===== config.mk =====
export PLATFORM = sky130hd
export DESIGN_NAME = slr_front
export DESIGN_NICKNAME = d
export VERILOG_FILES = /design/src/rtl/slr_pkg.sv /design/src/rtl/slr_front.sv
export SDC_FILE = /design/constraint.sdc
export NUM_CORES = 1
export LEC_CHECK = 0
export ABC_AREA = 1
export BUFFER_PORTS_ARGS = -buffer_cell sky130_fd_sc_hd__buf_2
export CAP_MARGIN = 20
export CORE_MARGIN = 3
export CORE_UTILIZATION = 50
export CTS_CLUSTER_DIAMETER = 60
export DETAILED_ROUTE_END_ITERATION = 8
export GPL_TIMING_DRIVEN = 0
export MAX_ROUTING_LAYER = met4
export PLACE_DENSITY = 0.7
export SLEW_MARGIN = 20
export SYNTH_ARGS = -nofsm -noshare
export SYNTH_HDL_FRONTEND = slang
export SYNTH_SLANG_ARGS = --single-unit

===== constraint.sdc =====
create_clock -name i_clk -period 3.2 [get_ports i_clk]
set_input_delay 0.64 -clock i_clk [delete_from_list [all_inputs] [get_ports i_clk]]
set_output_delay 0.64 -clock i_clk [all_outputs]
set_load 0.01 [all_outputs]

===== src/rtl/slr_pkg.sv =====
// Package for the secret label redaction stream: constants, label table, helpers.
// Used by every module of the block; depends on nothing.
package slr_pkg;

    localparam int PatternCount = 10;
    localparam int MaxHiddenRun = 5;
    localparam int PatternChars = 8;
    localparam int QueueDepth   = 4;

    localparam logic [7:0] StarChar = 8'h2A;

    localparam logic [2:0] CfgMinHiddenRun = 3'd0;
    localparam logic [2:0] CfgPatternEnable = 3'd1;

    typedef struct packed {
        logic [7:0] ch;
        logic       last;
    } t_beat;

    typedef struct packed {
        logic [7:0] ch;
        logic       last;
        logic       is_value;
    } t_cls_beat;

    typedef enum logic [2:0] {
        MODE_SEARCH = 3'b001,
        MODE_HOLD   = 3'b010,
        MODE_STAR   = 3'b100
    } t_mode;

    typedef enum logic [2:0] {
        OP_PASS  = 3'b001,
        OP_STARS = 3'b010,
        OP_DRAIN = 3'b100
    } t_op;

    // Labels are right aligned: the last label byte sits in bits [7:0].
    // The four key prefixes are given as ASCII bytes in hex.
    function automatic logic [63:0] label_bits(input int idx);
        logic [63:0] v;
        begin
            case (idx)
                0: v = 64'h736B_5F6C_6976_655F;
                1: v = 64'h736B_5F74_6573_745F;
                2: v = 64'h706B_5F6C_6976_655F;
                3: v = 64'h706B_5F74_6573_745F;
                4: v = {32'h0, "AKIA"};
                5: v = "api_key=";
                6: v = {8'h0, "apikey="};
                7: v = {8'h0, "secret="};
                8: v = {16'h0, "token="};
                default: v = {8'h0, "Bearer "};
            endcase
            return v;
        end
    endfunction

    function automatic logic [3:0] label_len(input int idx);
        logic [3:0] n;
        begin
            case (idx)
                4: n = 4'd4;
                6, 7, 9: n = 4'd7;
                8: n = 4'd6;
                default: n = 4'd8;
            endcase
            return n;
        end
    endfunction

    function automatic logic is_value_char(input logic [7:0] c);
        return (c >= "a" && c <= "z") || (c >= "A" && c <= "Z") ||
               (c >= "0" && c <= "9") || c == "-" || c == "_" || c == ".";
    endfunction

endpackage


===== src/rtl/slr_front.sv =====
// Front end: accepts input beats, tags value characters, and writes a short queue.
// Depends on slr_pkg.
module slr_front (
    input  logic              i_clk,
    input  logic              i_rst_n,
    input  logic              i_valid,
    output logic              o_ready,
    input  slr_pkg::t_beat    i_data,
    input  logic              i_pop,
    output logic              o_q_valid,
    output slr_pkg::t_cls_beat o_q_data
);
    import slr_pkg::*;

    localparam int PtrW = $clog2(QueueDepth);

    t_cls_beat              r_mem [QueueDepth];
    logic [PtrW-1:0]        r_wr, r_rd;
    logic [PtrW:0]          r_cnt;
    logic                   push;

    assign o_ready   = (r_cnt != (PtrW+1)'(QueueDepth));
    assign push      = i_valid && o_ready;
    assign o_q_valid = (r_cnt != '0);
    assign o_q_data  = r_mem[r_rd];

    always_ff @(posedge i_clk) begin
        if (push) begin
            r_mem[r_wr] <= '{ch: i_data.ch, last: i_data.last,
                             is_value: is_value_char(i_data.ch)};
        end
        if (!i_rst_n) begin
            r_wr  <= '0;
            r_rd  <= '0;
            r_cnt <= '0;
        end else begin
            if (push) r_wr <= r_wr + 1'b1;
            if (i_pop && o_q_valid) r_rd <= r_rd + 1'b1;
            r_cnt <= r_cnt + (PtrW+1)'(push) - (PtrW+1)'(i_pop && o_q_valid);
        end
    end

    a_no_overflow: assert property (@(posedge i_clk) disable iff (!i_rst_n)
        r_cnt <= (PtrW+1)'(QueueDepth))
        else $error("queue count above depth");
    a_pop_valid: assert property (@(posedge i_clk) disable iff (!i_rst_n)
        (r_cnt == '0 && !push) |=> r_cnt == '0)
        else $error("queue count moved without push");
    a_full_block: assert property (@(posedge i_clk) disable iff (!i_rst_n)
        (r_cnt == (PtrW+1)'(QueueDepth)) |-> !push)
        else $error("push into full queue");

endmodule


# After elaboration in Yosys (flattened, before gate mapping)
# Memories as Yosys holds them, arrays and structs flattened. A register that Yosys moved wholly into a read port is not among the register bits.
# Cells that the tools add are included.
dict set report classes {
  eq_ne 4
  mux 4
  n_lt_le_gt_ge 6
  reduce_logical 11
  addsub 4
}
# operator n
set op_table {}
lappend op_table {{8-bit by 6-bit == test with 1-bit output, second input constant} 2}
lappend op_table {{8-bit by 7-bit >= comparator with 1-bit output, second input constant} 2}
lappend op_table {{8-bit by 7-bit less-or-equal comparator with 1-bit output, second input constant} 2}
lappend op_table {{8-bit by 7-bit == test with 1-bit output, second input constant} 1}
lappend op_table {{8-bit by 6-bit >= comparator with 1-bit output, second input constant} 1}
lappend op_table {{8-bit by 6-bit less-or-equal comparator with 1-bit output, second input constant} 1}
lappend op_table {{1-bit logical AND} 5}
lappend op_table {{1-bit logical OR} 5}
lappend op_table {{2-bit by 1-bit adder with 2-bit output, second input constant} 2}
lappend op_table {{2-bit two-way mux} 2}
lappend op_table {{3-bit by 1-bit adder with 3-bit output} 1}
lappend op_table {{3-bit inequality test, second input constant} 1}
lappend op_table {{3-bit nonzero test} 1}
lappend op_table {{3-bit by 1-bit subtractor with 3-bit output} 1}
lappend op_table {{1-bit two-way mux} 2}
dict set report totals {
  inputBits 13
  word_cells 33
  output_inout_bits 12
  reg_bits 7
  mem_bits_rw 40
  mem_count 1
}
# memory depth width read_ports rd_ports_with_merged_regs wr line_no
set mem_list {}
lappend mem_list {r_mem 4 10 1 1 1 slr_front.sv:17} ;# t_cls_beat r_mem [QueueDepth];

# Longest topological paths before layout
# Gate-level depths: netlist (run 1).
dict set report logic_depth {
  depth_word 7
  ltp_mapped 10
  ltp_nobuf 10
}

# Worst setup path after synthesis (run 1)
# Ideal clock, no wire load.
dict set report synth_timing {
  path_kind {input to register}
  start {in i_pop}
  end {reg r_cnt[2]}
  setup_ns 0.114
  arrival_time_ns 1.768
  t_required_ns 3.086
  path_slack_ns 1.318
  path_buffers 0
  path_stages 8
  path_cell_list {nand2_1 -> inv_1 -> ha_1 -> inv_1 -> ha_1 -> fa_1 -> xor2_1 -> nor2_1}
}
dict set report synth_via {
  elab_chain_cells 2
}
# item line_no
set synth_rtl {}
lappend synth_rtl {{start: declaration} slr_front.sv:9} ;# input logic i_pop,
lappend synth_rtl {{1-bit logical AND} slr_front.sv:39} ;# r_cnt <= r_cnt + (PtrW+1)'(push) - (PtrW+1)'(i_pop && o_q_valid);
lappend synth_rtl {{3-bit by 1-bit subtractor with 3-bit output} slr_front.sv:39}
lappend synth_rtl {{end signal: assignment} slr_front.sv:39}
lappend synth_rtl {{end: declaration} slr_front.sv:19} ;# logic [PtrW:0] r_cnt;
# Every way passes these cells.
# A chain may end at the register's enable or synchronous reset.

==> impl_metrics.py, run 1 <==
metrics = {
    "global_route": {
        "vias_in_the_first_global_route": 1374,
        "first_pass_grt_wire_length_um": 6686,
        "antenna_found_initial": 0,
        "globalRouteOverflowTotal": 0,
        "grt_start_max_net_pins": 15,
        "groute.usage.overall": 0.1821,
    },
    "layout": {
        "area.growth.synth_to_final_pct": 13.50,
        "num_antenna_cells": 0,
        "postLayoutCoreUtil": 0.6158,
        "design.final.nets": 244,
        "layout_cell_share_with_drive_strength_beyond_1": 0.1733,
    },
    "timing": {
        "hold_ws_ns": 0.5037,
        "finalHoldViolations": 0,
        "final.setup.worst_slack_ns": 1.048,
        "max_freq_mhz": 464.7,
        "timing.max_slew.rel_slack": 0.3363,
        "rsz0062_at_grt": "no",
        "worst_case_clock_skew_ns": 0.007719,
        "slew_at_the_pin_closest_to_its_max_slew_limit_ns": 0.9919,
        "min_period_ns": 2.152,
        "final.setup.tns_ns": 0,
        "report.final.slew_viol_count": 0,
        "final.period_utilization": 0.6724,
        "finalSetupViolCount": 0,
    },
    "worst_hold_path": {
        "hold_class": "register to register",
    },
    "synth": {
        "yosysTopAreaCell": "edfxtp_1",
        "synth_nets": 211,
        "synth-edff-count": 40,
        "ys.flop_type": "edfxtp_1",
        "post_synth_main_area_contributors": "edfxtp_1, dfxtp_1, nor2_1",
        "synthDistinctLibCells": 18,
        "synth_cells": 191,
        "yosys_register_bits": 49,
        "syn_area_sq_mm": 0.002076,
        "synth-async-reset-ratio": 0,
        "synth_top_cells_by_count": "edfxtp_1, nor2_1, inv_1, nand2_1, o21ai_0",
        "synth-seq-area-share": 0.6655,
        "yosys_warnings": 0,
        "yosysMostFrequentCell": "edfxtp_1",
        "mean_syn_cell_area_sq_um": 10.87,
        "synthDominantCellAreaShare": 0.5787,
    },
    "cts": {
        "cts_resized": 0,
        "cts.path.max_buffers": 2,
        "clock_latency_of_the_later_clocked_register_in_the_worst_skew_pair_ns": 0.29,
        "clk_pin_slew_ns": 0.08,
        "clock-sinks": 49,
        "cts_inserted_buffers": 5,
        "postCtsHoldBufs": 0,
        "clockRootBuffer": "clkbuf_8",
        "cts_tree": "yes",
        "htreeDepth": 2,
        "postCtsSetupBuffers": 0,
    },
    "run": {
        "drv.max_cap_violation_count": 0,
    },
    "power": {
        "power.leakage_nw": 0.9546,
        "p_total_mw": 1.695,
        "vdd_drop_max_v": 0.0003970,
        "power_per_unit_of_standard_cell_area_mw_per_mm2": 719.2,
    },
    "floorplanning": {
        "pin_count": 25,
        "die-width_um": 70.43,
        "floorplan.die_area_sq_mm": 0.004960,
        "initial_utilization": 0.5425,
        "floorplan.core_area_sq_mm": 0.003826,
        "standard_cell_rows": 22,
        "floorplan.die.height_um": 70.43,
    },
    "drt": {
        "drt_first_iter_violations": 61,
        "detail_route.first_pass.iterations": 6,
        "post_detailed_route_wirelength_per_cell_um": 14.81,
        "ant_nets": 0,
        "route.vias.total": 1385,
        "via_per_inst": 5.073,
        "routed_wl_um": 4043,
        "drc": 0,
    },
    "placement": {
        "pre_cts_slack_ns": 1.045,
        "portBuffers": 24,
        "place_congestion": 0.7872,
        "hpwl_um": 2844,
    },
    "worst_setup_path": {
        "critPathArrivalTime_ns": 1.51,
        "cp-end-kind": "output port",
        "startpoint_types": "register",
        "critical_path_class": "register to output port",
        "crit_fanout": 10,
        "worstPathRequired_ns": 2.56,
    },
    "outcome": {
        "status": "completed",
    },
}
-- power by group --
part           internal [mW]  switching [mW]
Sequential             0.779          0.0438
Combinational          0.198           0.349
Clock                  0.147           0.177
-- final timing paths --
kind,start,to,slack (ns),cells after the start
setup / recovery,register,o_q_data[7],1.05,4
hold reg to reg,r_wr[1],r_wr[1],0.50,2
hold / removal,r_wr[1],r_wr[1],0.50,2
setup reg to reg,r_cnt[0],r_cnt[2],1.23,10
-- flip-flops by register name, indices dropped and copies added, names as in the netlist, named ones only --
| name | count |
|---|---|
| r_rd | 2 |
| r_wr | 2 |
| r_cnt | 3 |
| r_mem | 40 |
-- critical path, cell delays in order (launching register included) --
cell      delay [ns]
dfxtp_1         0.33
clkbuf_1        0.36
o21ai_0         0.19
o22ai_1         0.19
buf_2           0.15
-- layer usage --
metal / share of wire / GRT usage / vias up
met1: 0.44 / 0.2259 / 645
met4: 0.0099 / 0.05745 / 0
met2: 0.50 / 0.2983 / 31
li1: - / - / 705
met3: 0.049 / 0.03885 / 4
met5: 0 / - / -
-- cells in the final DEF (no fill, tap or decap), types with 2 or more instances in the layout --
master / n
a21oi_1: 5
buf_2: 26
clkbuf_1: 2
clkbuf_8: 5
clkinv_1: 2
dfxtp_1: 9
edfxtp_1: 40
ha_1: 6
inv_1: 25
nand2_1: 25
nand2_2: 2
nand3_1: 6
nor2_1: 34
o21ai_0: 20
o22ai_1: 10
-- logic make-up (layout without fill, tap and decap cells) --
kind of cell             after synthesis  after routing  share of synthesized area
buffers and inverters                 30             64                    0.05606
AND/OR/NAND/NOR                       69             69                     0.1380
flip-flops                            49             49                     0.6655
adder cells (fa/ha/maj)                7              7                    0.04581
XOR/XNOR                               1              1                   0.004220
AO/OA/AOI/OAI                         35             35                    0.09042
-- final cells by class --
| type | instances | area, sq um |
|---|---|---|
| Fill cell | 322 | 1470 |
| Sequential cell | 49 | 1381 |
| Multi-Input combinational cell | 112 | 578.1 |
| Timing Repair Buffer | 26 | 138.9 |
| Inverter | 25 | 93.84 |
| Clock buffer | 5 | 68.82 |
| Tap cell | 48 | 60.06 |
| Buffer | 5 | 22.52 |
| Clock inverter | 3 | 12.51 |
-- through the flow --
stage	instances	instance area (sq um)
floorplan	191	2076
global placement	263	2256
detailed placement	263	2256
CTS	271	2337
global route	273	2356
finish	273	2356
(Power assumes the default switching activity.)
==> run 2: changes to the inputs <==
--- a/config.mk
+++ b/config.mk
@@ -5,7 +5,7 @@
 export SDC_FILE = /design/constraint.sdc
 export NUM_CORES = 1
 export LEC_CHECK = 0
-export ABC_AREA = 1
+export ABC_AREA = 0
 export BUFFER_PORTS_ARGS = -buffer_cell sky130_fd_sc_hd__buf_2
 export CAP_MARGIN = 20
 export CORE_MARGIN = 3
@@ -14,7 +14,7 @@
 export DETAILED_ROUTE_END_ITERATION = 8
 export GPL_TIMING_DRIVEN = 0
 export MAX_ROUTING_LAYER = met4
-export PLACE_DENSITY = 0.7
+export PLACE_DENSITY = 0.73
 export SLEW_MARGIN = 20
 export SYNTH_ARGS = -nofsm -noshare
 export SYNTH_HDL_FRONTEND = slang
==> constraint.sdc (replaced) <==
create_clock -name i_clk -period 1.9 [get_ports i_clk]
set_input_delay 0.38 -clock i_clk [delete_from_list [all_inputs] [get_ports i_clk]]
set_output_delay 0.38 -clock i_clk [all_outputs]
set_load 0.01 [all_outputs]
==> run 2 against run 1 <==
The flow now finishes with violations (negative setup slack); core utilization up 2.4 points; worst setup slack worse by 1.2 ns; register-to-register slack worse by 1.4 ns; clock skew about the same; non-clock buffer count down 1; flip-flop and latch count unchanged; critical path depth up 4; via count down 25%; first-iteration DRC count down 43%; hold slack worse by 0.20 ns.
==> impl_metrics.py, run 2 <==
metrics = {
    "floorplanning": {
        "floorplan.die.height_um": 69.22,
        "standard_cell_rows": 22,
        "floorplan.die_area_sq_mm": 0.004791,
        "initial_utilization": 0.5338,
        "floorplan.core_area_sq_mm": 0.003744,
        "die-width_um": 69.22,
        "pin_count": 25,
    },
    "synth": {
        "synth_cells": 114,
        "mean_syn_cell_area_sq_um": 17.53,
        "synthDistinctLibCells": 29,
        "yosys_register_bits": 49,
        "synth_nets": 134,
        "synthDominantCellAreaShare": 0.6011,
        "synth-seq-area-share": 0.6913,
        "synth-edff-count": 40,
        "yosys_warnings": 0,
        "ys.flop_type": "edfxtp_1",
        "syn_area_sq_mm": 0.001998,
        "yosysTopAreaCell": "edfxtp_1",
        "synth-async-reset-ratio": 0,
        "synth_top_cells_by_count": "edfxtp_1, mux4_2, dfxtp_1",
        "post_synth_main_area_contributors": "edfxtp_1, mux4_2, dfxtp_1",
        "yosysMostFrequentCell": "edfxtp_1",
    },
    "placement": {
        "portBuffers": 23,
        "place_congestion": 0.7550,
        "detailed_place.area_sq_mm": 0.002183,
        "hpwl_um": 2051,
    },
    "layout": {
        "largest_register": "r_mem",
        "layout_cell_share_with_drive_strength_beyond_1": 0.4324,
        "largest_reg_flops": 40,
        "num_antenna_cells": 0,
        "final_common_cell": "edfxtp_1",
        "design_area_sq_mm": 0.002396,
        "area.growth.synth_to_final_pct": 19.91,
        "design.final.nets": 167,
        "top_registers": "r_mem: 40 flops, r_cnt: 3 flops",
        "postLayoutCoreUtil": 0.6400,
        "filler_cell_count": 283,
        "mostFrequentLayoutCells": "edfxtp_1, buf_2, mux4_2, inv_1",
    },
    "cts": {
        "clockRootBuffer": "clkbuf_8",
        "cts_inserted_buffers": 5,
        "cts.path.max_buffers": 2,
        "cts_tree": "yes",
        "postCtsHoldBufs": 0,
        "clock-sinks": 49,
        "clk_pin_slew_ns": 0.08,
        "htreeDepth": 2,
        "clock_latency_of_the_later_clocked_register_in_the_worst_skew_pair_ns": 0.29,
    },
    "outcome": {
        "status": "finished, violations left",
        "violations_in_the_final_reports": "negative setup slack",
    },
    "timing": {
        "worst_case_clock_skew_ns": 0.007543,
        "slew_at_the_pin_closest_to_its_max_slew_limit_ns": 0.3850,
        "final.period_utilization": 1.065,
        "timing.max_slew.rel_slack": 0.7401,
        "rsz0062_at_grt": "yes",
        "finalHoldViolations": 0,
        "final.setup.tns_ns": -0.1237,
        "min_period_ns": 2.024,
        "finalSetupViolCount": 1,
        "report.final.slew_viol_count": 0,
        "max_freq_mhz": 494.2,
        "final.setup.worst_slack_ns": -0.1237,
    },
    "power": {
        "power.leakage_nw": 0.8651,
        "power_per_unit_of_standard_cell_area_mw_per_mm2": 1274,
        "vdd_drop_max_v": 0.0007709,
    },
    "global_route": {
        "gr-max-usage-layer": "met2",
        "grt.met2_usage": 0.2362,
        "globalRouteMet1Util": 0.1713,
        "met3_usage": 0.03333,
        "first_pass_grt_wire_length_um": 5085,
        "grt_start_max_net_pins": 15,
        "vias_in_the_first_global_route": 1075,
        "antenna_found_initial": 0,
        "groute.usage.overall": 0.1446,
        "globalRouteOverflowTotal": 0,
    },
    "worst_setup_path": {
        "worstPathRequired_ns": 2.09,
        "crit_fanout": 5,
        "crit_chain": "o31a_4 > ha_4 > inv_2 > ha_4 > fa_2 > xnor2_2 > xnor2_1 > and2_1",
        "critPathArrivalTime_ns": 2.21,
        "critical_path_class": "register to register",
        "critical_path.top_delay_family": "adder cells",
        "critical-path-top-cell-by-count": "ha_4",
        "timing.critical_path.slowest_cell_delay_ns": 0.37,
        "startpoint_types": "register",
        "cp-end-kind": "register",
        "critical_path_buffer_and_inverter_count": 1,
        "critical-path-slowest-cell": "fa_2",
    },
    "drt": {
        "detail_route.first_pass.iterations": 4,
        "route.vias.total": 1039,
        "via_per_inst": 5.301,
        "routed_wl_um": 3126,
        "ant_nets": 0,
        "drc": 0,
        "drt_first_iter_violations": 35,
        "post_detailed_route_wirelength_per_cell_um": 15.95,
    },
    "worst_hold_path": {
        "hold_class": "primary input to register",
    },
    "run": {
        "drv.max_cap_violation_count": 0,
    },
}
## run 2: report_power, final
group,internal (mW),switching [mW]
clock,0.388,0.303
combinational,0.535,0.417
sequential,1.32,0.0907
## run 2: path summary, 6_finish.rpt
kind              from           to  slack, ns  cells after the start
min reg2reg    r_rd[1]     register       0.55                      2
max reg2reg   r_cnt[1]     r_cnt[2]      -0.12                      8
min          i_data[0]  r_mem[1][1]       0.30                      1
max           r_cnt[1]     r_cnt[2]      -0.12                      8
## run 2: cells by family after synthesis
kind of cell / after synthesis / share of synthesized area
AO/OA/AOI/OAI: 11 / 0.04071
XOR/XNOR: 5 / 0.02192
adder cells (fa/ha/maj): 7 / 0.04759
buffers and inverters: 11 / 0.02505
flip-flops: 49 / 0.6913
multiplexers: 10 / 0.1127
AND/OR/NAND/NOR: 21 / 0.06075
## run 2: area by class of cell
class	instances	area, sq um	area share
flip-flops and latches	49	1390	0.5802
multi-input cells	54	619.3	0.2585
plain buffers	2	23.77	0.009922
well taps	48	60.06	0.02507
clock inverters	2	33.78	0.01410
repair buffers	28	170.2	0.07102
clock buffers	6	72.57	0.03029
inverters	7	26.28	0.01097
## run 2: metal layers
layer	vias to the layer above	share of wire
li1	503	-
met5	-	0
met4	0	0.016
met1	504	0.44
met3	6	0.043
met2	26	0.50
## run 2: repair_timing
item                       4_1_cts  5_1_grt
cloned                           0        1
gates resized for setup          7        8
setup endpoints to repair       12        8
setup buffers                    3        1
pin swaps                        2        7
## run 2: per-stage QoR
stage	power, mW	std cells	hold WS [ns]	setup WS, ns
after floorplan	1.955	114	0.4789	-0.1307
after global placement	2.165	185	0.5056	-0.1746
after detailed placement	2.193	185	0.5202	-0.2211
after CTS	2.975	195	0.2938	-0.1782
after global routing	3.220	196	0.2981	-0.1875
final	3.052	196	0.3037	-0.1237
==> run 3: changes to the inputs <==
--- a/config.mk
+++ b/config.mk
@@ -10,6 +10,7 @@
 export CAP_MARGIN = 20
 export CORE_MARGIN = 3
 export CORE_UTILIZATION = 50
+export CTS_BUF_LIST = sky130_fd_sc_hd__clkbuf_2
 export CTS_CLUSTER_DIAMETER = 60
 export DETAILED_ROUTE_END_ITERATION = 8
 export GPL_TIMING_DRIVEN = 0
==> run 3 against run 2 <==
The flow still finishes with violations (negative setup slack); via count up 2.3%; critical endpoint unchanged; global-route usage up 0.40 points; clock power down 25%; flip-flop and latch count unchanged; register-to-register slack about the same; critical path depth unchanged; power down 1.3%; wire length up 2.8%; core utilization up 0.13 points; die area unchanged; non-clock buffer count unchanged; critical path type unchanged; cell count unchanged.
==> impl_metrics.py, run 3 (same netlist as run 2, synthesis figures left out) <==
metrics = {
    "worst_setup_path": {
        "critical_path.top_delay_family": "adder cells",
        "worstPathRequired_ns": 2.23,
        "cp-end-kind": "register",
        "critical-path-slowest-cell": "dfxtp_4",
        "crit_chain": "o31a_2 > ha_4 > inv_4 > ha_4 > fa_2 > xnor2_2 > xnor2_1 > and2_1",
        "crit_fanout": 5,
        "critPathArrivalTime_ns": 2.36,
        "startpoint_types": "register",
        "timing.critical_path.slowest_cell_delay_ns": 0.41,
        "critical_path_buffer_and_inverter_count": 1,
        "critical_path_class": "register to register",
        "critical-path-top-cell-by-count": "ha_4",
    },
    "cts": {
        "cts_tree": "yes",
        "clockRootBuffer": "clkbuf_2",
        "cts_inserted_buffers": 5,
        "cts.path.max_buffers": 2,
        "htreeDepth": 2,
        "clk_pin_slew_ns": 0.21,
        "clock-sinks": 49,
        "postCtsHoldBufs": 0,
        "clock_latency_of_the_later_clocked_register_in_the_worst_skew_pair_ns": 0.41,
    },
    "drt": {
        "via_per_inst": 5.423,
        "drc": 0,
        "routed_wl_um": 3214,
        "drt_first_iter_violations": 40,
        "ant_nets": 0,
        "detail_route.first_pass.iterations": 4,
        "post_detailed_route_wirelength_per_cell_um": 16.40,
        "route.vias.total": 1063,
    },
    "timing": {
        "report.final.slew_viol_count": 0,
        "max_freq_mhz": 492.0,
        "finalSetupViolCount": 11,
        "rsz0062_at_grt": "yes",
        "finalHoldViolations": 0,
        "final.setup.worst_slack_ns": -0.1326,
        "timing.max_slew.rel_slack": 0.7375,
        "final.period_utilization": 1.070,
        "worst_case_clock_skew_ns": 0.02590,
        "slew_at_the_pin_closest_to_its_max_slew_limit_ns": 0.3888,
        "min_period_ns": 2.033,
    },
    "power": {
        "power_per_unit_of_standard_cell_area_mw_per_mm2": 1254,
        "power.leakage_nw": 0.8673,
        "vdd_drop_max_v": 0.0008524,
    },
    "layout": {
        "area.growth.synth_to_final_pct": 20.16,
        "num_antenna_cells": 0,
        "final_common_cell": "edfxtp_1",
        "largest_register": "r_mem",
        "layout_cell_share_with_drive_strength_beyond_1": 0.4459,
        "top_registers": "r_mem: 40 flops, r_cnt: 3 flops",
        "design.final.nets": 167,
        "filler_cell_count": 285,
        "design_area_sq_mm": 0.002401,
        "largest_reg_flops": 40,
        "mostFrequentLayoutCells": "edfxtp_1, buf_2, mux4_2, buf_6",
    },
    "floorplanning": {
        "floorplan.core_area_sq_mm": 0.003744,
        "floorplan.die.height_um": 69.22,
        "initial_utilization": 0.5338,
        "standard_cell_rows": 22,
        "pin_count": 25,
        "die-width_um": 69.22,
        "floorplan.die_area_sq_mm": 0.004791,
    },
    "global_route": {
        "groute.usage.overall": 0.1486,
        "grt.met2_usage": 0.2352,
        "globalRouteMet1Util": 0.1786,
        "vias_in_the_first_global_route": 1070,
        "grt_start_max_net_pins": 15,
        "first_pass_grt_wire_length_um": 5195,
        "globalRouteOverflowTotal": 0,
        "met3_usage": 0.05072,
        "antenna_found_initial": 0,
        "gr-max-usage-layer": "met2",
    },
    "worst_hold_path": {
        "hold_class": "primary input to register",
    },
    "placement": {
        "place_congestion": 0.7550,
        "pre_cts_slack_ns": -0.2211,
        "detailed_place.area_sq_mm": 0.002183,
        "hpwl_um": 2051,
        "portBuffers": 23,
    },
    "outcome": {
        "status": "finished, violations left",
        "violations_in_the_final_reports": "negative setup slack",
    },
    "run": {
        "drv.max_cap_violation_count": 0,
    },
}
[run 3: where the power goes]
part           switching, mW  internal (mW)  total [mW]
sequential            0.0918           1.32        1.41
combinational          0.442          0.637        1.08
clock                  0.296          0.224       0.521
total                  0.830           2.18        3.01
[run 3: metrics by stage]
step | hold WS (ns) | std cells | util | power (mW) | setup TNS (ns)
after floorplan | 0.4789 | 114 | - | 1.955 | -0.2031
after global placement | 0.5056 | 185 | 0.5832 | 2.165 | -0.2969
after detailed placement | 0.5202 | 185 | 0.5832 | 2.193 | -0.3732
after CTS | 0.1503 | 196 | 0.6360 | 2.968 | -1.515
after global routing | 0.1255 | 196 | 0.6414 | 3.181 | -1.989
final | 0.1711 | 196 | 0.6414 | 3.011 | -0.9031
[run 3: repair_timing]
action	CTS	global route
hold endpoints to repair	0	0
setup endpoints to repair	12	14
buffers inserted	3	2
pin swaps	7	6
resized for setup	19	7
gates cloned	1	0
[run 3: layout make-up]
type                       count  area, sq um  area share
buffer                         2        23.77    0.009901
clock buffer                   6        30.03     0.01251
clock inverter                 2        33.78     0.01407
inverter                       7        28.78     0.01199
multi-input combinational     54        618.1      0.2574
sequential                    49         1393      0.5800
tap                           48        60.06     0.02501
timing repair buffer          28        214.0     0.08911
[run 3: worst register-to-register path, delay by kind of cell, from the launching register on]
| family | cells | cell delay, ns |
|---|---|---|
| AOI/OAI and AO/OA | 1 | 0.37 |
| xor gates and xnor gates | 2 | 0.26 |
| adders and majority gates | 3 | 0.76 |
| buffers and inverters | 1 | 0.03 |
| DFF | 1 | 0.41 |
| and+or+nand+nor | 1 | 0.13 |
[run 3: worst paths after layout]
check            start          end  slack [ns]  depth (start not counted)
min reg2reg    r_rd[1]     register        0.57                          2
min          i_data[0]  r_mem[1][1]        0.17                          1
max           r_cnt[1]     r_cnt[2]       -0.13                          8
max reg2reg   r_cnt[1]     r_cnt[2]       -0.13                          8
[run 3: layer usage]
layer | vias up | part of all wire
li1 | 504 | -
met1 | 527 | 0.43
met2 | 25 | 0.50
met3 | 7 | 0.043
met4 | 0 | 0.019
met5 | - | 0
