<file path="config.mk">
export PLATFORM = sky130hd
export DESIGN_NAME = slr_stage
export DESIGN_NICKNAME = d
export VERILOG_FILES = /design/src/rtl/slr_pkg.sv /design/src/rtl/slr_stage.sv
export SDC_FILE = /design/constraint.sdc
export NUM_CORES = 1
export LEC_CHECK = 0
export BUFFER_PORTS_ARGS = -buffer_cell sky130_fd_sc_hd__buf_2
export CORE_ASPECT_RATIO = 0.9
export CORE_UTILIZATION = 55
export CTS_BUF_LIST = sky130_fd_sc_hd__clkbuf_8 sky130_fd_sc_hd__clkbuf_16
export CTS_CLUSTER_SIZE = 30
export DETAILED_ROUTE_END_ITERATION = 12
export PLACE_DENSITY = 0.72
export SYNTH_ARGS = -nofsm -noshare
export SYNTH_HDL_FRONTEND = slang
export SYNTH_SLANG_ARGS = --single-unit
export TNS_END_PERCENT = 5
</file>
<file path="constraint.sdc">
create_clock -name i_clk -period 5 [get_ports i_clk]
set_input_delay 0 -clock i_clk [delete_from_list [all_inputs] [get_ports i_clk]]
set_output_delay 0 -clock i_clk [all_outputs]
set_load 0.02 [all_outputs]
</file>
<file path="src/rtl/slr_pkg.sv">
// Package for the secret label redaction stream: constants, label table, helpers.
// Used by every module of the block; depends on nothing.
package slr_pkg;

    localparam int PatternCount = 10;
    localparam int MaxHiddenRun = 5;
    localparam int PatternChars = 8;
    localparam int QueueDepth   = 4;

    localparam logic [7:0] StarChar = 8'h2A;

    localparam logic [2:0] CfgMinHiddenRun = 3'd0;
    localparam logic [2:0] CfgPatternEnable = 3'd1;

    typedef struct packed {
        logic [7:0] ch;
        logic       last;
    } t_beat;

    typedef struct packed {
        logic [7:0] ch;
        logic       last;
        logic       is_value;
    } t_cls_beat;

    typedef enum logic [2:0] {
        MODE_SEARCH = 3'b001,
        MODE_HOLD   = 3'b010,
        MODE_STAR   = 3'b100
    } t_mode;

    typedef enum logic [2:0] {
        OP_PASS  = 3'b001,
        OP_STARS = 3'b010,
        OP_DRAIN = 3'b100
    } t_op;

    // Labels are right aligned: the last label byte sits in bits [7:0].
    // The four key prefixes are given as ASCII bytes in hex.
    function automatic logic [63:0] label_bits(input int idx);
        logic [63:0] v;
        begin
            case (idx)
                0: v = 64'h736B_5F6C_6976_655F;
                1: v = 64'h736B_5F74_6573_745F;
                2: v = 64'h706B_5F6C_6976_655F;
                3: v = 64'h706B_5F74_6573_745F;
                4: v = {32'h0, "AKIA"};
                5: v = "api_key=";
                6: v = {8'h0, "apikey="};
                7: v = {8'h0, "secret="};
                8: v = {16'h0, "token="};
                default: v = {8'h0, "Bearer "};
            endcase
            return v;
        end
    endfunction

    function automatic logic [3:0] label_len(input int idx);
        logic [3:0] n;
        begin
            case (idx)
                4: n = 4'd4;
                6, 7, 9: n = 4'd7;
                8: n = 4'd6;
                default: n = 4'd8;
            endcase
            return n;
        end
    endfunction

    function automatic logic is_value_char(input logic [7:0] c);
        return (c >= "a" && c <= "z") || (c >= "A" && c <= "Z") ||
               (c >= "0" && c <= "9") || c == "-" || c == "_" || c == ".";
    endfunction

endpackage

</file>
<file path="src/rtl/slr_stage.sv">
// One redaction stage for one label: window match, run hold, star and flush.
// Depends on slr_pkg.
module slr_stage (
    input  logic               i_clk,
    input  logic               i_rst_n,
    input  logic [3:0]         i_idx,
    input  logic               i_enable,
    input  logic [2:0]         i_thr,
    input  logic               i_valid,
    output logic               o_ready,
    input  slr_pkg::t_beat     i_data,
    output logic               o_valid,
    input  logic               i_ready,
    output slr_pkg::t_beat     o_data
);
    import slr_pkg::*;

    // Sequencing: a stage emits one beat per cycle unless stalled. A beat that
    // forces more than one output (run end, threshold crossing, flush) sets a
    // pending emission that drains held bytes or stars before the next input.
    logic [63:0]  r_win, n_win;
    logic [3:0]   r_fill, n_fill;
    t_mode        r_mode, n_mode;
    logic [7:0]   r_held [MaxHiddenRun];
    logic [2:0]   r_hcnt, n_hcnt;
    // pending work
    t_op          r_op, n_op;
    logic         r_busy, n_busy;
    logic [2:0]   r_pos, n_pos;         // next held index to drain
    logic [2:0]   r_stars, n_stars;     // stars left to send
    logic [7:0]   r_tail, n_tail;       // beat after drained bytes
    logic         r_tail_v, n_tail_v;
    logic         r_tail_last, n_tail_last; // last flag of the final pending beat

    t_beat        r_out, n_out;
    logic         r_out_v, n_out_v;

    logic [63:0]  lab;
    logic [3:0]   llen;
    logic [63:0]  mask;
    logic [63:0]  win_nx;
    logic [3:0]   fill_nx;
    logic         hit;
    logic         isv;
    logic         take;
    logic         can_out;
    logic [2:0]   thr_c;
    logic         restart;
    logic         held_we;

    always_comb begin
        lab  = label_bits(int'(i_idx));
        llen = label_len(int'(i_idx));
        mask = (llen >= 4'd8) ? '1 : ((64'd1 << {llen, 3'b000}) - 64'd1);
    end

    assign thr_c   = (i_thr > 3'(MaxHiddenRun)) ? 3'(MaxHiddenRun) : i_thr;
    assign can_out = !r_out_v || i_ready;
    assign o_ready = !r_busy && can_out;
    assign take    = i_valid && o_ready;
    assign isv     = is_value_char(i_data.ch);
    assign o_valid = r_out_v;
    assign o_data  = r_out;

    // window after a search step; restart clears it first
    always_comb begin
        restart = (r_mode != MODE_SEARCH) && !isv;
        win_nx  = restart ? {56'h0, i_data.ch} : {r_win[55:0], i_data.ch};
        fill_nx = restart ? 4'd1 : ((r_fill < 4'd8) ? r_fill + 4'd1 : r_fill);
        hit     = i_enable && (llen <= 4'(PatternChars)) && (fill_nx >= llen) &&
                  ((win_nx & mask) == lab);
    end

    always_comb begin
        n_win       = r_win;
        n_fill      = r_fill;
        n_mode      = r_mode;
        n_hcnt      = r_hcnt;
        n_op        = r_op;
        n_busy      = r_busy;
        n_pos       = r_pos;
        n_stars     = r_stars;
        n_tail      = r_tail;
        n_tail_v    = r_tail_v;
        n_tail_last = r_tail_last;
        n_out       = r_out;
        n_out_v     = r_out_v && !i_ready;
        held_we     = 1'b0;
        if (r_busy && can_out) begin
            n_out_v = 1'b1;
            unique case (r_op)
                OP_STARS: begin
                    n_out   = '{ch: StarChar, last: r_tail_last && (r_stars == 3'd1)};
                    n_stars = r_stars - 3'd1;
                    if (r_stars == 3'd1) n_busy = 1'b0;
                end
                OP_DRAIN: begin
                    if (r_pos < r_hcnt) begin
                        n_out = '{ch: r_held[r_pos],
                                  last: r_tail_last && !r_tail_v &&
                                        (r_pos + 3'd1 == r_hcnt)};
                        n_pos = r_pos + 3'd1;
                        if (!r_tail_v && r_pos + 3'd1 == r_hcnt) begin
                            n_busy = 1'b0;
                            n_hcnt = '0;
                        end
                    end else begin
                        n_out    = '{ch: r_tail, last: r_tail_last};
                        n_tail_v = 1'b0;
                        n_busy   = 1'b0;
                        n_hcnt   = '0;
                    end
                end
                default: begin
                    n_busy  = 1'b0;
                    n_out_v = 1'b0;
                end
            endcase
        end else if (take) begin
            unique case (r_mode)
                MODE_HOLD: begin
                    if (isv) begin
                        if (r_hcnt + 3'd1 > thr_c) begin
                            // The held bytes and this one all become stars; the
                            // first goes out now and the rest follow.
                            n_out   = '{ch: StarChar,
                                        last: i_data.last && (r_hcnt == 3'd0)};
                            n_out_v = 1'b1;
                            n_hcnt  = '0;
                            n_mode  = i_data.last ? MODE_SEARCH : MODE_STAR;
                            if (i_data.last) begin
                                n_win  = '0;
                                n_fill = '0;
                            end
                            if (r_hcnt != 3'd0) begin
                                n_busy      = 1'b1;
                                n_op        = OP_STARS;
                                n_stars     = r_hcnt;
                                n_tail_last = i_data.last;
                            end
                        end else begin
                            held_we = 1'b1;
                            n_hcnt  = r_hcnt + 3'd1;
                            if (i_data.last) begin
                                n_busy      = 1'b1;
                                n_op        = OP_DRAIN;
                                n_pos       = '0;
                                n_tail_v    = 1'b0;
                                n_tail_last = 1'b1;
                                n_mode      = MODE_SEARCH;
                                n_win       = '0;
                                n_fill      = '0;
                            end
                        end
                    end else begin
                        n_mode  = (hit && !i_data.last) ? MODE_HOLD : MODE_SEARCH;
                        n_win   = i_data.last ? '0 : win_nx;
                        n_fill  = i_data.last ? '0 : fill_nx;
                        n_out_v = 1'b1;
                        if (r_hcnt == 3'd0) begin
                            n_out = '{ch: i_data.ch, last: i_data.last};
                        end else begin
                            n_out       = '{ch: r_held[0], last: 1'b0};
                            n_busy      = 1'b1;
                            n_op        = OP_DRAIN;
                            n_pos       = 3'd1;
                            n_tail      = i_data.ch;
                            n_tail_v    = 1'b1;
                            n_tail_last = i_data.last;
                        end
                    end
                end
                default: begin
                    // search or star
                    n_out_v = 1'b1;
                    if (r_mode == MODE_STAR && isv) begin
                        n_out = '{ch: StarChar, last: i_data.last};
                    end else begin
                        n_out  = '{ch: i_data.ch, last: i_data.last};
                        n_win  = win_nx;
                        n_fill = fill_nx;
                        n_mode = hit ? MODE_HOLD : MODE_SEARCH;
                        n_hcnt = '0;
                    end
                    if (i_data.last) begin
                        n_win  = '0;
                        n_fill = '0;
                        n_mode = MODE_SEARCH;
                        n_hcnt = '0;
                    end
                end
            endcase
        end
    end

    always_ff @(posedge i_clk) begin
        if (held_we) r_held[r_hcnt] <= i_data.ch;
    end

    always_ff @(posedge i_clk) begin
        if (!i_rst_n) begin
            r_win       <= '0;
            r_fill      <= '0;
            r_mode      <= MODE_SEARCH;
            r_hcnt      <= '0;
            r_busy      <= 1'b0;
            r_op        <= OP_PASS;
            r_out_v     <= 1'b0;
            r_pos       <= '0;
            r_stars     <= '0;
            r_tail_v    <= 1'b0;
            r_tail_last <= 1'b0;
        end else begin
            r_win       <= n_win;
            r_fill      <= n_fill;
            r_mode      <= n_mode;
            r_hcnt      <= n_hcnt;
            r_busy      <= n_busy;
            r_op        <= n_op;
            r_out_v     <= n_out_v;
            r_pos       <= n_pos;
            r_stars     <= n_stars;
            r_tail_v    <= n_tail_v;
            r_tail_last <= n_tail_last;
        end
    end

    always_ff @(posedge i_clk) begin
        r_out  <= n_out;
        r_tail <= n_tail;
    end

    a_busy_blocks: assert property (@(posedge i_clk) disable iff (!i_rst_n)
        r_busy |-> !o_ready)
        else $error("input taken while draining");
    a_hcnt_bound: assert property (@(posedge i_clk) disable iff (!i_rst_n)
        r_hcnt <= 3'(MaxHiddenRun))
        else $error("held count above capacity");
    a_out_hold: assert property (@(posedge i_clk) disable iff (!i_rst_n)
        (r_out_v && !i_ready) |=> r_out_v)
        else $error("pending beat dropped");

endmodule

</file>
# == After elaboration in Yosys (flattened, before gate mapping) ==
# Memory sizes are Yosys's and may differ from the RTL's. A register that Yosys moved wholly into a read port is not among the register bits.
# Cells that the tools add are included.
# totals
memories,2
input_bits,21
mem_bits_ro,800
ram_bits,40
wordCells,232
out_inout_bits,11
register_bits,96
# mem_list
memory,depth,word_bits,read_ports,rd_clocked_by_memory_dff,write_ports,line,source
(no name shown),16,50,1,0,0,slr_pkg.sv:43,case (idx)
r_held,5,8,2,1,1,slr_stage.sv:24,logic [7:0] r_held [MaxHiddenRun];
# classes
eq_ne,38
order_cmp,13
muxes,106
n_reduce_logical,49
n_shift,1
bitwise_logic,4
add_sub_neg,5
# ops
op,n
$mux W56,6
$mux W64,2
$mux W3,41
$mux W9,8
$and A64 B64 Y64,1
$eq A64 B64 Y1,1
$shl A1 B7 Y64 const A,1
$sub A64 B1 Y64 const B,1
$mux W1,36
$mux W4,8
$reduce_and A7 Y1,3
$logic_and A1 B1 Y1,18
$pmux W9 S2,1
$eq A8 B6 Y1 const B,2
$ge A8 B7 Y1 const B,2
$le A8 B7 Y1 const B,2
$ne A3 B2 Y1 const B,5
$ne A3 B3 Y1 const B,5
$eq A4 B3 Y1 const B,3
$ne A4 B4 Y1 const B,3
$pmux W4 S3,1
$reduce_and A6 Y1,2
$reduce_and A5 Y1,2
$reduce_bool A2 Y1,5
34 further kinds,57

# == Logic depth before layout (Yosys ltp) ==
# Gate-level depths: netlist of the first run.
# logic_depth
ltp_word,17
mapped_depth,17
depth_no_buf,15

# == Worst setup path after synthesis of the first run ==
# Ideal clock, no wire load.
# synth_path
path_type,register to register
from,reg r_hcnt[0]
to,mem r_held[0][0] (enable)
synth_period_minus_slack_ns,3.514
slack_ns,1.486
required_ns,4.605
setup_ns,0.395
stages_incl_launch_ff,10
arrival_time_ns,3.120
path_buffers,0
path_cell_list,dfxtp_1 -> inv_1 -> ha_1 -> ha_1 -> nor2b_1 -> o21a_1 -> o21ai_1 -> nand3_1 -> or3_1 -> nor4_1
# synth_between
elab_chain_len,9
# synth_rtl
item,line,source
"start, declared",slr_stage.sv:25,"logic [2:0] r_hcnt, n_hcnt;"
"start signal, assigned",slr_stage.sv:217,r_hcnt <= n_hcnt;
$add A3 B1 Y3,slr_stage.sv:123,if (r_hcnt + 3'd1 > thr_c) begin
$gt A3 B3 Y1,slr_stage.sv:123,
$mux W1,slr_stage.sv:123,
$mux W1,slr_stage.sv:122,if (isv) begin
$mux W1,slr_stage.sv:120,unique case (r_mode)
$mux W1,slr_stage.sv:119,end else if (take) begin
$mux W1,slr_stage.sv:89,if (r_busy && can_out) begin
$mux W1,slr_stage.sv:197,if (held_we) r_held[r_hcnt] <= i_data.ch;
$mux W1 (implied by the code),slr_stage.sv:197,
"end, declared",slr_stage.sv:24,
# Several ways; a longest one is shown, not always the timed one.

# == Final worst setup path of the first run ==
# layout_path
from,reg r_hcnt[0]
to,mem r_held[3][6] (enable)
# The elaborated chain is that of the path after synthesis.

==> results.yml, run 1 <==
status:
  outcome: "finished, final reports clean"
timing:
  fmax_ghz: 0.240
  rsz0062_at_grt: "no"
  setup_viol: 0
  finalCritPeriodShare_pct: 83.4
  tightest_slew_ps: 1140
  final.min_clock_period_ps: 4170
  finalClockSkew_ps: 18.6
  slew_viol_final: 0
  hold_violations: 0
  setup_tns_ps: 0
  slew_headroom_pct: 24.0
power:
  pwr-share-comb_pct: 9.1
  p_clk_share_pct: 47.3
  sequentialPowerShare_pct: 43.6
  ir_drop_mv: 0.318
  netSwitchingFraction_pct: 26.4
  p_int_uw: 2020
  power_density_nw_per_um2: 314
  leakage_uw: 0.00298
  netSwitchingPower_uw: 726
worst_setup_path:
  rrSetupSlack_ps: 830
  cp-start-kind: "register"
  cp_cell_sequence: "inv_1 > ha_1 > ha_1 > nor2b_1 > o21a_1 > o21ai_1 > nand3_1 > or3_1 > or3_1 > nor2_1"
  cpPeakStageDelay_ps: 690
  critical_path_buf_inv_count: 1
  cpLargestDelayFamily: "simple AND/OR/NAND/NOR gates"
  critPathSlowestCell: "nor2_1"
  path_class: "register to register"
  end_kind: "register"
  cp.arrival_ps: 4220
  path_max_fanout: 9
  cp.required_ps: 5050
yosys:
  yosysSeqAreaShare_pct: 42.8
  synth_edf_count: 57
  ys_top_cells_by_area: "edfxtp_1 (22%), dfxtp_1 (21%), a21boi_0 (6.1%)"
  ys_ff_latch: 139
  synth_nets: 910
  synth_cell_types: 78
  synth_top_area_cell: "edfxtp_1"
  async_flop_share_pct: 0
  synth_top_area_share_pct: 21.9
  avgSynthCellArea_sq_um: 9.03
  synth_top_flop_cell: "dfxtp_1"
  synth_area_sq_um: 7830
  yosys_warnings: 0
  synthCells: 867
floorplan:
  core_sq_um: 13600
  start_util_pct: 57.5
  io-pin-count: 32
  fp.dieW_um: 128
  die_y_um: 115
  die_area_sq_um: 14700
  row_count: 40
cts:
  post_cts_resized: 0
  clock_latency_ps: 430
  clock_path_buffers: 2
  h-tree-depth: 4
  cts_made_buffers: 17
  cts-root-buf: "clkbuf_16"
  clk_pin_slew_worst_paths_ps: 60
  cts_tree: "built"
  cts_sinks: 139
grt:
  grt_overflow_total: 0
  grt_usage_pct: 32.3
  grt_first_pass_wirelength_um: 35600
  grt_pass1_vias: 6381
  grt_max_degree: 82
  antenna_found_initial: 0
final_layout:
  area_delta_synth_final_pct: 11.8
  diodes: 0
  fin_nets: 921
  fin_util_pct: 64.3
  n_fill_cell: 1143
  drive_gt1_share_pct: 11.0
drt:
  wl_per_cell_um: 21.1
  wl_um: 22800
  detail-route-antenna-nets: 0
  drt-initial-drc-count: 916
  dr.pass1.iters: 6
  viasPerCell: 6.41
  vias: 6923
  drc: 0
placed_design:
  port_buffers: 31
  dp_hpwl_um: 15700
  place.gp.congestion: 1.00
job:
  drv_cap: 0
min_path:
  min_path_type: "input port to register"
[cell families after synthesis]
group / synth area share (%)
compound gates: 22.6
buf+inv: 4.86
simple gates: 20.3
mux: 4.47
fa+ha+maj: 3.52
flops: 42.8
xor+xnor: 1.45
[per-layer routing]
| metal | vias to the layer above | GRT usage [%] | wire [um] |
|---|---|---|---|
| met4 | 0 | 10.7 | 505 |
| met1 | 3303 | 47.4 | 10300 |
| met2 | 359 | 45.5 | 9520 |
| met3 | 43 | 9.07 | 2530 |
| li1 | 3218 | - | - |
| met5 | - | 0 | 0 |
[worst min-delay path: stages]
cell and delay (ps):
buf_2 70, nand2b_1 120, nor2b_1 200, a21oi_1 80
[metrics by stage]
step | worst slack, ps | cell area (sq um) | instances | power [uW] | hold WS (ps)
6_report | 828 | 8750 | 1080 | 2750 | 109
5_1_grt | 602 | 8750 | 1080 | 2820 | 190
4_1_cts | 895 | 8750 | 1080 | 2750 | 90.9
3_5_place_dp | 907 | 8050 | 1038 | 1460 | 280
3_3_place_gp | 1100 | 8050 | 1038 | 1460 | 285
2_1_floorplan | 1490 | 7830 | 867 | 1390 | 98.9
[Yosys cell counts (4+ instances only)]
master,number
nand2b_1,8
nor3_1,15
o21ai_0,43
a21o_1,9
xor2_1,6
a21oi_1,48
or3_1,6
o21a_1,9
nand4_1,4
inv_1,26
nor2b_1,20
nand3_1,70
o22ai_1,16
buf_2,16
and2_1,5
xnor2_1,7
nand2_1,86
dfxtp_1,82
nor4_1,12
mux4_2,8
a22oi_1,4
a2111oi_0,4
ha_1,22
nand3b_1,4
o311ai_0,5
clkbuf_1,37
edfxtp_1,57
mux2i_1,17
nor2_1,63
o211ai_1,8
a21boi_0,64
a211oi_1,9
a31oi_1,8
[sequential cells by signal, indices dropped and copies added, names as in the netlist, 4 cells and up, named ones only]
name	count
r_win	56
r_fill	4
r_held	40
r_tail	8
o_data	9
[cell usage in the layout, fill, tap and decap left out, drive strengths merged, types with 17 or more instances in the layout]
master,instances
ha,22
inv,37
dfxtp,82
nor2b,20
nor3,17
nand3,70
nor2,63
nand2,86
clkbuf,17
o21ai,46
mux2i,17
a21oi,48
edfxtp,57
a21boi,65
buf,42
[cell type report]
| type | instances | area [sq um] | area share, % |
|---|---|---|---|
| clock buffer | 17 | 425 | 4.86 |
| timing repair buffer | 52 | 338 | 3.86 |
| inverter | 28 | 105 | 1.20 |
| multi-input combinational | 640 | 4110 | 47.0 |
| clock inverter | 15 | 179 | 2.04 |
| tap | 189 | 236 | 2.70 |
| sequential | 139 | 3350 | 38.3 |
[path summary, 6_finish.rpt]
path,end,start,cells after the start
hold reg to reg,r_win[55],r_win[55],2
setup reg to reg,r_held[3][6],r_hcnt[0],10
hold / removal,o_valid,i_ready,4
setup / recovery,r_held[3][6],r_hcnt[0],10
[timing repair]
action / in CTS / in global routing
hold buffers: 10 / 0
buffers inserted: 0 / 0
endpoints found under the hold margin: 53 / 0
[power by group through the flow]
stage | combinational [uW] | clock, uW | sequential [uW]
floorplan | 163 | 0 | 1230
global placement | 239 | 0 | 1220
detailed placement | 238 | 0 | 1220
CTS | 245 | 1310 | 1200
global route | 269 | 1350 | 1200
finish | 251 | 1300 | 1200
Power figures use the tool's default switching activity.
==> run 2: changes to the inputs <==
--- a/config.mk
+++ b/config.mk
@@ -5,6 +5,7 @@
 export SDC_FILE = /design/constraint.sdc
 export NUM_CORES = 1
 export LEC_CHECK = 0
+export ABC_AREA = 1
 export BUFFER_PORTS_ARGS = -buffer_cell sky130_fd_sc_hd__buf_2
 export CORE_ASPECT_RATIO = 0.9
 export CORE_UTILIZATION = 55
==> constraint.sdc (replaced) <==
create_clock -name i_clk -period 4.3 [get_ports i_clk]
set_input_delay 0 -clock i_clk [delete_from_list [all_inputs] [get_ports i_clk]]
set_output_delay 0 -clock i_clk [all_outputs]
set_load 0.02 [all_outputs]
==> run 2 against run 1 <==
Largest cell class unchanged. Sequential power up 23%. Worst setup slack gained 410 ps. Routed wire length down 6.8%. Power increased by 24%. Flip-flop and latch count stayed put. Largest power group unchanged.
==> results.yml, run 2 <==
final_layout:
  seq_area_sq_um: 3350
  final_common_cell: "nand2_1"
  drive_gt1_share_pct: 9.30
  max_flop_register: "r_win"
  fin_nets: 1127
  n_fill_cell: 1271
  layout_common_cells: "nand2_1 (237), nor2_1 (103), inv_1 (102)"
  largest_reg_flops: 56
  diodes: 0
  design_area_sq_um: 8780
  area_delta_synth_final_pct: 11.7
  multi_input_area_sq_um: 3810
placed_design:
  port_buffers: 31
  dp_hpwl_um: 14400
  post_dp_cell_area_sq_um: 8080
  place.gp.congestion: 0.985
timing:
  setup_viol: 0
  slew_viol_final: 0
  final.min_clock_period_ps: 3060
  rsz0062_at_grt: "no"
  setup_tns_ps: 0
  finalCritPeriodShare_pct: 71.1
  hold_ws_ps: 214
  finalClockSkew_ps: 8.31
  fmax_ghz: 0.327
  slew_headroom_pct: 28.7
  hold_violations: 0
  tightest_slew_ps: 1070
floorplan:
  start_util_pct: 56.1
  core_sq_um: 14000
  row_count: 41
  io-pin-count: 32
  die_area_sq_um: 14800
  die_y_um: 115
  fp.dieW_um: 128
grt:
  grt_first_pass_wirelength_um: 34100
  grt_usage_pct: 30.2
  grt_max_degree: 115
  antenna_found_initial: 0
  grt_overflow_total: 0
  grt_pass1_vias: 6525
yosys:
  synth_area_sq_um: 7860
  yosys.cell_count.top_type: "nand2_1"
  synth_edf_count: 57
  ys_ff_latch: 139
  synthCells: 1068
  synth_cell_types: 47
  async_flop_share_pct: 0
  synthTopCellsByCount: "nand2_1 (237), nor2_1 (103), inv_1 (102), o21ai_0 (99), nand3_1 (96)"
  avgSynthCellArea_sq_um: 7.36
  synth_top_area_cell: "edfxtp_1"
  synth_top_area_share_pct: 21.8
  yosysSeqAreaShare_pct: 42.7
  ys_top_cells_by_area: "edfxtp_1 (22%), dfxtp_1 (21%), nand2_1 (11%)"
  synth_top_flop_cell: "dfxtp_1"
  yosys_warnings: 0
  synth_nets: 1111
power:
  p_clk_share_pct: 43.8
  netSwitchingPower_uw: 944
  leakage_uw: 0.00373
  power_density_nw_per_um2: 389
  sequentialPowerShare_pct: 43.0
  ir_drop_mv: 0.290
  pwr-share-comb_pct: 13.2
  netSwitchingFraction_pct: 27.7
  p_int_uw: 2470
worst_setup_path:
  rr_worst_depth: 12
  rrSetupSlack_ps: 1240
  path_max_fanout: 9
  startpoint: "r_hcnt[1]"
  cp-start-kind: "register"
  r2r-start: "r_hcnt[1]"
  crit_path_end: "r_tail[7]"
  reg2reg_to: "r_tail[7]"
  cp.arrival_ps: 3110
  cp.required_ps: 4350
  path_class: "register to register"
  end_kind: "register"
cts:
  cts_tree: "built"
  cts_made_buffers: 17
  cts_hold_buf: 11
  cts_setup_buffers: 0
  clock_path_buffers: 2
  post_cts_resized: 0
  h-tree-depth: 4
  cts-root-buf: "clkbuf_16"
  clock_latency_ps: 430
  clk_pin_slew_worst_paths_ps: 60
  cts_sinks: 139
status:
  outcome: "finished, final reports clean"
drt:
  wl_per_cell_um: 16.5
  vias: 7399
  drt-initial-drc-count: 979
  detail-route-antenna-nets: 0
  drc: 0
  viasPerCell: 5.74
  dr.pass1.iters: 8
  wl_um: 21300
job:
  drv_cap: 0
min_path:
  worstHoldStart: "i_rst_n"
  min_path_type: "input port to register"
## run 2: changes by cell type after synthesis, sizes merged, moves of 9 or more
| cell | previous run | this run |
|---|---|---|
| nand4 | 4 | 21 |
| nor2 | 63 | 110 |
| nand2b | 9 | 0 |
| nor2b | 20 | 0 |
| a21boi | 65 | 0 |
| inv | 28 | 114 |
| nand3 | 70 | 98 |
| a21oi | 48 | 89 |
| mux2i | 17 | 0 |
| o21ai | 46 | 101 |
| clkbuf | 37 | 25 |
| o22ai | 16 | 7 |
| nor4 | 12 | 3 |
| nand2 | 86 | 241 |
## run 2: power groups by stage
| stage | logic, uW | registers, uW | clock network, uW |
|---|---|---|---|
| finish | 452 | 1470 | 1490 |
| CTS | 443 | 1460 | 1510 |
| global placement | 430 | 1490 | 0 |
| floorplan | 324 | 1480 | 0 |
| global route | 507 | 1470 | 1560 |
| detailed placement | 432 | 1490 | 0 |
## run 2: worst min path at each step
stage / endpoint / slack (ps) / cells after the start
floorplan: r_held[0][0] / 100 / 0
global placement: o_valid / 260 / 3
detailed placement: o_valid / 260 / 3
CTS: r_op[0] / 200 / 2
global route: r_op[0] / 280 / 2
finish: r_op[0] / 210 / 2
## run 2: cell type report
type | instances | share of cell area, %
Multi-Input combinational cell | 760 | 43.4
Sequential cell | 139 | 38.2
Inverter | 115 | 4.94
Clock buffer | 17 | 4.84
Timing Repair Buffer | 51 | 3.93
Tap cell | 193 | 2.75
Clock inverter | 15 | 1.92
## run 2: kinds of logic after synthesis
kind of cell               share of synthesized area (%)
and+or+nand+nor                                     27.4
AOI/OAI and AO/OA                                   17.0
buffers and inverters                               8.80
DFF                                                 42.7
adders and majority gates                           3.50
xor gates and xnor gates                           0.557
## run 2: layer usage
layer  up-vias  track usage (%)  part of all wire [%]
li1       3645                -                     -
met1      3375             45.1                    47
met2       353             42.6                    42
met3        26             6.69                   9.7
met4         0             10.9                   1.4
met5         -                0                     0
## run 2: worst max-delay path: stages, from the launching register on
cell and delay [ps]:
dfxtp_1 460, inv_1 160, ha_1 340, ha_1 300, nand2_1 80, o21ai_0 70
o21ai_0 90, inv_1 130, nand2_1 80, inv_1 60, nand2_1 70, o2111ai_1 160
nor2_1 680
## run 2: stage by stage
| step | total power, uW | cells | utilization (%) | worst slack [ps] |
|---|---|---|---|---|
| finish | 3410 | 1290 | 62.7 | 1240 |
| global route | 3540 | 1290 | 62.7 | 955 |
| CTS | 3410 | 1290 | 62.7 | 1290 |
| detailed placement | 1920 | 1247 | 57.7 | 1300 |
| global placement | 1920 | 1247 | 57.7 | 1320 |
| floorplan | 1810 | 1068 | - | 1320 |
==> run 3: changes to the inputs <==
==> constraint.sdc (replaced) <==
create_clock -name i_clk -period 3.03 [get_ports i_clk]
set_input_delay 0 -clock i_clk [delete_from_list [all_inputs] [get_ports i_clk]]
set_output_delay 0 -clock i_clk [all_outputs]
set_load 0.02 [all_outputs]
==> run 3 against run 2 <==
Routed wire length increased by 4.9%. Clock power increased by 48%. Largest power group unchanged. Combinational power increased by 46%. Critical path type unchanged.
==> results.yml, run 3 (synthesis results as in run 2) <==
floorplan:
  core_sq_um: 14000
  die_y_um: 115
  io-pin-count: 32
  start_util_pct: 56.1
  row_count: 41
  fp.dieW_um: 128
  die_area_sq_um: 14800
timing:
  setup_tns_ps: 0
  hold_violations: 0
  final.min_clock_period_ps: 2800
  finalClockSkew_ps: 9.08
  setup_viol: 0
  rsz0062_at_grt: "no"
  slew_viol_final: 0
  slew_headroom_pct: 28.4
  finalCritPeriodShare_pct: 92.5
  hold_ws_ps: 11.1
  tightest_slew_ps: 1070
  fmax_ghz: 0.357
grt:
  grt_first_pass_wirelength_um: 34900
  grt_max_degree: 77
  grt_overflow_total: 0
  grt_usage_pct: 31.1
  antenna_found_initial: 0
  grt_pass1_vias: 6485
power:
  p_int_uw: 3600
  sequentialPowerShare_pct: 42.0
  leakage_uw: 0.00379
  netSwitchingFraction_pct: 27.3
  pwr-share-comb_pct: 13.3
  power_density_nw_per_um2: 556
  ir_drop_mv: 0.542
  p_clk_share_pct: 44.7
  netSwitchingPower_uw: 1350
worst_setup_path:
  reg2reg_to: "r_held[3][0]"
  cp.arrival_ps: 2930
  rr_worst_depth: 13
  rrSetupSlack_ps: 230
  startpoint: "r_hcnt[0]"
  cpPeakStageDelay_ps: 430
  crit_path_end: "r_held[3][0]"
  path_class: "register to register"
  cp_cell_sequence: "inv_1 > ha_1 > ha_1 > nand2_1 > o21ai_0 > o21ai_0 > inv_1 > nor2_2 > inv_2 > nor2_2 > inv_1 > nor4_1 > buf_4"
  path_max_fanout: 8
  cp.required_ps: 3150
  cpMostUsedCell: "inv_1"
  critPathSlowestCell: "dfxtp_1"
  r2r-start: "r_hcnt[0]"
  end_kind: "register"
  cp-start-kind: "register"
cts:
  cts_made_buffers: 17
  cts_tree: "built"
  cts-root-buf: "clkbuf_16"
  cts_sinks: 139
  cts_setup_buffers: 0
  h-tree-depth: 4
  clk_pin_slew_worst_paths_ps: 60
  clock_path_buffers: 2
  clock_latency_ps: 430
final_layout:
  fin_util_pct: 63.5
  largest_reg_flops: 56
  area_delta_synth_final_pct: 13.2
  diodes: 0
  layout_common_cells: "nand2_1 (237), nor2_1 (103), inv_1 (101)"
  final_common_cell: "nand2_1"
  multi_input_area_sq_um: 3810
  fin_nets: 1137
  drive_gt1_share_pct: 10.4
  final_cells: 1300
  seq_area_sq_um: 3350
  max_flop_register: "r_win"
  design_area_sq_um: 8900
  n_fill_cell: 1243
placed_design:
  place.gp.congestion: 0.960
  dp.cells: 1259
  dp_hpwl_um: 15200
  post_dp_cell_area_sq_um: 8180
  port_buffers: 31
drt:
  wl_um: 22300
  drc: 0
  detail-route-antenna-nets: 0
  drt-initial-drc-count: 832
  wl_per_cell_um: 17.1
  dr.pass1.iters: 5
  viasPerCell: 5.75
  vias: 7474
status:
  outcome: "finished, final reports clean"
job:
  drv_cap: 0
min_path:
  hold_path_depth: 1
  min_path_type: "input port to register"
## run 3: per-layer routing
layer / part of all wire, % / wire length, um / GRT usage (%) / vias up
met5: 0 / 0 / 0 / -
met4: 1.4 / 315 / 9.49 / 0
met3: 8.1 / 1800 / 6.00 / 32
met2: 42 / 9340 / 44.4 / 311
met1: 49 / 10800 / 47.4 / 3457
li1: - / - / - / 3674
## run 3: final cells by class
type	count	share of cell area, %
multi-input cells	760	42.9
flip-flops and latches	139	37.7
inverters	115	4.88
repair buffers	61	4.84
clock buffers	17	4.78
well taps	193	2.71
clock inverters	15	2.24
## run 3: timing repair
action	in CTS	in global routing
gates resized for setup	0	2
setup endpoints to repair	0	33
hold buffers	9	0
endpoints found under the hold margin	47	0
## run 3: worst min-delay path by stage
| stage | from | to | slack (ps) |
|---|---|---|---|
| 2_1_floorplan | i_data[1] | r_held[0][0] | 100 |
| 3_3_place_gp | i_valid | o_valid | 310 |
| 3_5_place_dp | i_valid | o_valid | 300 |
| 4_1_cts | i_data[2] | r_held[3][1] | 3 |
| 5_1_grt | i_data[2] | r_held[3][1] | 20 |
| 6_report | i_data[2] | r_held[3][1] | 10 |
## run 3: stage by stage
step / setup slack [ps] / total power [uW]
floorplan: 50.2 / 2570
global placement: 278 / 2740
detailed placement: 248 / 2750
CTS: 223 / 4950
global route: 2.02 / 5120
finish: 229 / 4950
## run 3: worst max-delay path: cells and delay by family, from the launching register on
kind / cells / cell delay, ps
AND/OR/NAND/NOR: 4 / 660
adder cells (fa/ha/maj): 2 / 640
buffers and inverters: 5 / 630
flip-flops: 1 / 430
AO/OA/AOI/OAI: 2 / 140
## run 3: power by group through the flow
stage          Sequential, uW  Combinational, uW  Clock [uW]
2_1_floorplan            2110                460           0
3_3_place_gp             2110                630           0
3_5_place_dp             2110                634           0
4_1_cts                  2070                648        2220
5_1_grt                  2080                728        2300
6_report                 2080                659        2210
